===== src/sv/tjb_pkg.sv =====
// Package for the timestamp jitter buffer: item structs, command codes and field widths.
// Used by the top level, front end, back end and testbench; depends on nothing.
package tjb_pkg;

  localparam logic [1:0] CmdPut = 2'd0;
  localparam logic [1:0] CmdWrite = 2'd1;
  localparam logic [1:0] CmdGet = 2'd2;

  localparam int unsigned ChunkW = 11;
  localparam logic [ChunkW-1:0] ChunkReset = 11'd320;

  typedef struct packed {
    logic [1:0]  command;
    logic [31:0] timestamp;
    logic [8:0]  packet_length;
    logic [2:0]  write_slot;
    logic [7:0]  write_offset;
    logic [7:0]  write_byte;
  } in_item_t;

  typedef struct packed {
    logic [2:0]  granted_slot;
    logic        overflow_cleared;
    logic        byte_valid;
    logic [7:0]  out_byte;
    logic [31:0] out_timestamp;
    logic        chunk_complete;
  } out_item_t;

endpackage


===== src/sv/tjb_front.sv =====
// Front end: accepts items and hands them on through a two-entry queue.
// Depends on tjb_pkg.
module tjb_front (
  input  logic              clk_i,
  input  logic              rst_ni,
  input  logic              in_valid_i,
  output logic              in_stall_o,
  input  tjb_pkg::in_item_t in_item_i,
  output logic              q_valid_o,
  input  logic              q_pop_i,
  output tjb_pkg::in_item_t q_item_o
);

  tjb_pkg::in_item_t buf_q [2];
  logic              rd_q, rd_d, wr_q, wr_d;
  logic [1:0]        cnt_q, cnt_d;
  logic              push;

  assign in_stall_o = (cnt_q == 2'd2);
  assign push       = in_valid_i && !in_stall_o;
  assign q_valid_o  = (cnt_q != 2'd0);
  assign q_item_o   = buf_q[rd_q];

  always_comb begin
    rd_d  = rd_q ^ q_pop_i;
    wr_d  = wr_q ^ push;
    cnt_d = cnt_q + {1'b0, push} - {1'b0, q_pop_i};
  end

  always_ff @(posedge clk_i) begin
    if (push) begin
      buf_q[wr_q] <= in_item_i;
    end
  end

  always_ff @(posedge clk_i or negedge rst_ni) begin
    if (!rst_ni) begin
      rd_q  <= 1'b0;
      wr_q  <= 1'b0;
      cnt_q <= 2'd0;
    end else begin
      rd_q  <= rd_d;
      wr_q  <= wr_d;
      cnt_q <= cnt_d;
    end
  end

`ifndef NO_ASSERTIONS
  a_no_pop_empty: assert property (@(posedge clk_i) disable iff (!rst_ni)
    q_pop_i |-> q_valid_o) else $error("pop from empty queue");
  a_cnt_range: assert property (@(posedge clk_i) disable iff (!rst_ni)
    cnt_q != 2'd3) else $error("queue count out of range");
  a_full_stall: assert property (@(posedge clk_i) disable iff (!rst_ni)
    (cnt_q == 2'd2 && !q_pop_i) |=> in_stall_o) else $error("full queue not stalled");
`endif

endmodule


===== config.mk =====
export PLATFORM = sky130hd
export DESIGN_NAME = tjb_front
export DESIGN_NICKNAME = d
export VERILOG_FILES = /design/src/sv/tjb_pkg.sv /design/src/sv/tjb_front.sv
export SDC_FILE = /design/constraint.sdc
export NUM_CORES = 1
export LEC_CHECK = 0
export BUFFER_PORTS_ARGS = -buffer_cell sky130_fd_sc_hd__buf_2
export CAP_MARGIN = 20
export CELL_PAD_IN_SITES_DETAIL_PLACEMENT = 0
export CELL_PAD_IN_SITES_GLOBAL_PLACEMENT = 1
export CORE_ASPECT_RATIO = 1.75
export CORE_MARGIN = 1
export CORE_UTILIZATION = 45
export DETAILED_ROUTE_END_ITERATION = 6
export GPL_TIMING_DRIVEN = 1
export PLACE_DENSITY = 0.88
export SYNTH_ARGS = -nofsm -noshare
export SYNTH_HDL_FRONTEND = slang
export SYNTH_SLANG_ARGS = --single-unit

===== constraint.sdc =====
create_clock -name clk_i -period 3.4 [get_ports clk_i]
set_input_delay 0.85 -clock clk_i [delete_from_list [all_inputs] [get_ports clk_i]]
set_output_delay 0.85 -clock clk_i [all_outputs]
set_load 0.02 [all_outputs]

---- Yosys cells after proc, flatten, opt, wreduce, memory -nomap -nowiden ----
Memory sizes are Yosys's and may differ from the RTL's.
Index checks and enable logic that the tools add are counted.
storage, ports and cells
  flip-flop bits (word level) ............. 4
  bits in writable memories ............... 124
  input bits .............................. 66
  output and inout bits ................... 64
  memories ................................ 1
operators by class
  add/sub/neg operators ................... 2
  eq/ne operators ......................... 1
  mux-type cells .......................... 2
  bitwise gates (word level) .............. 2
  reductions and logical operators ........ 3
memories
  name   words  bits a word  rd ports  clocked after memory_dff  write ports  line             RTL
  buf_q  2      62           1         0                         1            tjb_front.sv:14  tjb_pkg::in_item_t buf_q [2];
operator list
  cell                count
  $add 2x1->2         1
  $eq 2x2->1 const B  1
  $mux 1              2
  $reduce_bool 2->1   1
  $sub 2x1->2         1
  $xor 1x1->1         2
  $logic_and 1x1->1   1
  $logic_not 1->1     1

---- Longest topological paths before layout ----
  word-level depth ........................ 5
  gate-level depth with buffers ........... 7

---- Least setup slack after synthesis ----
Ideal clock, no wire load.
  kind .................................... input-to-reg
  from .................................... input in_valid_i
  to ...................................... memory buf_q[1][0] in the netlist's numbering (enable)
  setup time .............................. 0.427 ns
  arrival ................................. 2.492 ns
  setup slack ............................. 0.481 ns
  cell stages on the path ................. 2
  path buffers ............................ 0
  path through ............................ and2_1 -> ha_1
on the way
  word-level cells in the longest chain between the ends .. 3
ends and longest elaborated chain
  item                          line             RTL
  from (decl)                   tjb_front.sv:6   input logic in_valid_i,
  $logic_and 1x1->1             tjb_front.sv:20  assign push = in_valid_i && !in_stall_o;
  $mux 1                        tjb_front.sv:31  if (push) begin
  $mux 1 (implied by the code)  tjb_front.sv:32  buf_q[wr_q] <= in_item_i;
  to (decl)                     tjb_front.sv:14
No other way between the ends.

==> impl_results.html <==
<table>
<tr><th>Metric</th><th>Value</th></tr>
<tr><th colspan="2">Synth</th></tr>
<tr><td>Proportion of synthesized chip area in sequential cells</td><td>0.766</td></tr>
<tr><td>Count of cell types in the netlist</td><td>14</td></tr>
<tr><td>Mean Syn Cell Area</td><td>23.5 sq um</td></tr>
<tr><td>Synthesized netlist cell count</td><td>212</td></tr>
<tr><td>Synth area leaders</td><td>edfxtp_1, mux2_4, buf_12</td></tr>
<tr><td>Synthesized flop and latch total</td><td>128</td></tr>
<tr><td>Ys Warns</td><td>0</td></tr>
<tr><td>Cell accounting for the most synthesized area</td><td>edfxtp_1</td></tr>
<tr><td>Synthesized net count</td><td>282</td></tr>
<tr><td>Synth Cell Area</td><td>about 5000 sq um</td></tr>
<tr><td>Portion of synthesized cell area occupied by the leading cell type</td><td>0.746</td></tr>
<tr><th colspan="2">Detailed routing</th></tr>
<tr><td>Routed wire per std cell</td><td>17.1 microns</td></tr>
<tr><td>Residual antenna-violating net count after detailed routing</td><td>0</td></tr>
<tr><td>Number of vias after detailed routing</td><td>2424</td></tr>
<tr><td>Initial DRC Count</td><td>137</td></tr>
<tr><td>Total wirelength of the detailed-routed design</td><td>8600 microns</td></tr>
<tr><td>Routed via count divided by cell count</td><td>4.82</td></tr>
<tr><td>First-pass detailed-route iteration total</td><td>4</td></tr>
<tr><td>DRC violation count after routing</td><td>0</td></tr>
<tr><th colspan="2">Clock tree</th></tr>
<tr><td>Number of clock sinks seen by CTS</td><td>128</td></tr>
<tr><td>H-tree levels</td><td>4</td></tr>
<tr><td>Number of buffers created by CTS</td><td>17</td></tr>
<tr><td>Number of buffers between clock root and the deepest sink</td><td>2</td></tr>
<tr><td>Source-to-sink clock delay at the later pin of the worst-skew pair</td><td>410 ps</td></tr>
<tr><td>Hold Buf Count CTS</td><td>0</td></tr>
<tr><td>Number of buffers inserted to repair setup after CTS</td><td>0</td></tr>
<tr><td>Resize count post-CTS</td><td>0</td></tr>
<tr><td>CTS tree</td><td>yes</td></tr>
<tr><td>Clock transition at path regs</td><td>60 ps</td></tr>
<tr><td>Library cell used as clock root buffer</td><td>clkbuf_16</td></tr>
<tr><th colspan="2">Worst setup path</th></tr>
<tr><td>CP peak stage delay</td><td>810 ps</td></tr>
<tr><td>WP data arrival</td><td>~2100 ps</td></tr>
<tr><td>Setup slack of the most critical reg-to-reg path</td><td>1740 ps</td></tr>
<tr><td>Startpoint of the worst-slack reg-to-reg timing path</td><td>cnt_q[1]</td></tr>
<tr><td>Critical Path Start Type</td><td>flip-flop</td></tr>
<tr><td>Critical path cell sequence</td><td>buf_12 -&gt; mux2_2 -&gt; buf_2</td></tr>
<tr><td>Required time of the critical path</td><td>~2600 ps</td></tr>
<tr><td>Critical path endpoint category</td><td>primary output</td></tr>
<tr><td>Depth of the most critical reg-to-reg path</td><td>4</td></tr>
<tr><td>Highest fanout seen on the critical path</td><td>32</td></tr>
<tr><td>Destination of the worst register-to-register timing path</td><td>buf_q[0][10]</td></tr>
<tr><td>Slowest stage cell, crit path</td><td>dfrtp_4</td></tr>
<tr><td>Startpoint-to-endpoint class of the critical path</td><td>flip-flop to primary output</td></tr>
<tr><th colspan="2">Timing</th></tr>
<tr><td>Fmax</td><td>339 MHz</td></tr>
<tr><td>Final Hold Viols</td><td>0</td></tr>
<tr><td>Max_slew headroom</td><td>0.589</td></tr>
<tr><td>Worst hold-check slack</td><td>238 ps</td></tr>
<tr><td>Worst clock skew</td><td>5.98 ps</td></tr>
<tr><td>Count of pins over their slew limit</td><td>0</td></tr>
<tr><td>Summed negative setup slack over all endpoints</td><td>0 ps</td></tr>
<tr><td>Pin slew with the least headroom to its limit</td><td>616 ps</td></tr>
<tr><td>Number of failing setup endpoints in the final timing report</td><td>0</td></tr>
<tr><td>Setup repair after global routing missed its margin</td><td>no</td></tr>
<tr><td>Final critical delay including setup and external delays</td><td>2950 ps</td></tr>
<tr><td>Period Utilization, post-route</td><td>0.867</td></tr>
<tr><th colspan="2">Die</th></tr>
<tr><td>Overall die height</td><td>141 microns</td></tr>
<tr><td>Std cell rows</td><td>50</td></tr>
<tr><td>Floorplan die area</td><td>11500 sq um</td></tr>
<tr><td>Ports</td><td>130</td></tr>
<tr><td>Die width</td><td>slightly above 80 microns</td></tr>
<tr><td>Starting density of the core</td><td>0.464</td></tr>
<tr><td>Area of the placeable core</td><td>10800 sq um</td></tr>
<tr><th colspan="2">Place</th></tr>
<tr><td>Post-detail-place hpwl</td><td>5800 microns</td></tr>
<tr><td>Number of buffers inserted by port buffering</td><td>129</td></tr>
<tr><td>Final weighted congestion of routability-driven global placement</td><td>0.702</td></tr>
<tr><th colspan="2">Cells and area</th></tr>
<tr><td>Final Net Count</td><td>428</td></tr>
<tr><td>Fraction of layout instances using a drive strength above 1</td><td>0.625</td></tr>
<tr><td>Layout area overhead</td><td>27.6%</td></tr>
<tr><th colspan="2">Job</th></tr>
<tr><td>Maxcap violations</td><td>0</td></tr>
<tr><th colspan="2">Pwr</th></tr>
<tr><td>Power per cell area</td><td>between 900 and 1000 nW/um^2</td></tr>
<tr><td>VDD IR-drop max</td><td>0.627 mV</td></tr>
<tr><td>Leakage power summed over all cells</td><td>2.60 nW</td></tr>
<tr><th colspan="2">GRT</th></tr>
<tr><td>Global-route wire length before repair</td><td>12700 microns</td></tr>
<tr><td>Largest net degree at the start of global routing</td><td>34</td></tr>
<tr><td>Leftover overflow at the end of global routing</td><td>0</td></tr>
<tr><td>Overall global routing resource usage</td><td>0.159</td></tr>
<tr><td>Number of global-route vias before repair</td><td>2521</td></tr>
<tr><td>Initial antenna violation count</td><td>2</td></tr>
<tr><th colspan="2">Min path</th></tr>
<tr><td>Class of the worst hold path</td><td>input pin to async pin</td></tr>
<tr><th colspan="2">Outcome</th></tr>
<tr><td>Status</td><td>completed</td></tr>
</table>
[critical path, delay by kind of cell, from the launching register on]
kind / cells / cell delay [ps]
flops: 1 / 810
buf+inv: 2 / 490
mux: 1 / 370
[where the power goes]
group	switching, mW	total (mW)	leakage (nW)	internal (mW)
sequential	0.193	2.35	1.20	2.16
combinational	1.02	1.92	1.11	0.899
clock	0.676	1.84	0.288	1.16
[sequential cells by signal, summed over array words and instances (netlist names)]
register,count
rd_q,1
cnt_q,2
wr_q,1
buf_q,124
[kinds of logic (layout without fill, tap and decap cells)]
family	after synthesis	in the layout	synth area share
xor gates and xnor gates	3	3	0.00527
muxes	62	62	0.184
buffers and inverters	11	170	0.0293
DFF	128	128	0.766
other	0	2	0
adders and majority gates	4	4	0.0100
and+or+nand+nor	4	4	0.00452
[per-stage QoR]
stage                util  power (mW)  setup WS, ps  instances  area [sq um]
CTS                 0.591        6.19           387        501          6360
floorplan               -        3.89           481        212          4990
global placement    0.534        4.28           859        469          5750
detailed placement  0.534        4.34           842        469          5750
global route        0.591        6.37           370        502          6360
finish              0.592        6.11           453        503          6360
[cell type report]
type                            count  area, sq um
Inverter                            4         15.0
Timing Repair Buffer              134          721
Antenna cell                        2         5.00
Fill cell                         843         4400
Clock buffer                       17          425
Multi-Input combinational cell     73         1020
Sequential cell                   128         3830
Clock inverter                     15          185
Tap cell                          130          163
[per-layer routing]
layer / GRT usage / up-vias / wire length [microns]
met4: 0.0979 / 0 / 268
met1: 0.163 / 1199 / 3080
met3: 0.0463 / 19 / 364
met5: 0 / - / 0
li1: - / 1128 / -
met2: 0.275 / 78 / 4890
[how the worst max path moves through the flow]
stage / slack [ps] / start / endpoint
floorplan: 480 / in_valid_i / buf_q[1][0]
global placement: 860 / rd_q / q_item_o[0]
detailed placement: 840 / rd_q / q_item_o[0]
CTS: 390 / rd_q / q_item_o[0]
global route: 370 / rd_q / q_item_o[61]
finish: 450 / rd_q / q_item_o[0]
[cells in the mapped netlist]
cell        n
xor2_1      1
buf_12      6
dfrtp_1     4
and2_1      1
edfxtp_1  124
or2_2       1
mux2_4     59
ha_1        4
buf_6       1
mux2_2      3
xnor2_1     2
nand2_1     1
inv_1       4
nand2b_1    1
[placed cells by master, fill, tap and decap left out, types with 2 or more instances in the layout]
cell type	n
buf_12	3
buf_2	129
buf_4	2
bufinv_16	3
clkbuf_16	17
clkinv_2	2
clkinv_4	3
clkinvlp_4	4
dfrtp_1	3
diode_2	2
edfxtp_1	124
ha_1	2
ha_2	2
inv_1	4
inv_6	2
mux2_2	3
mux2_4	59
xnor2_1	2
Power figures use the tool's default switching activity.
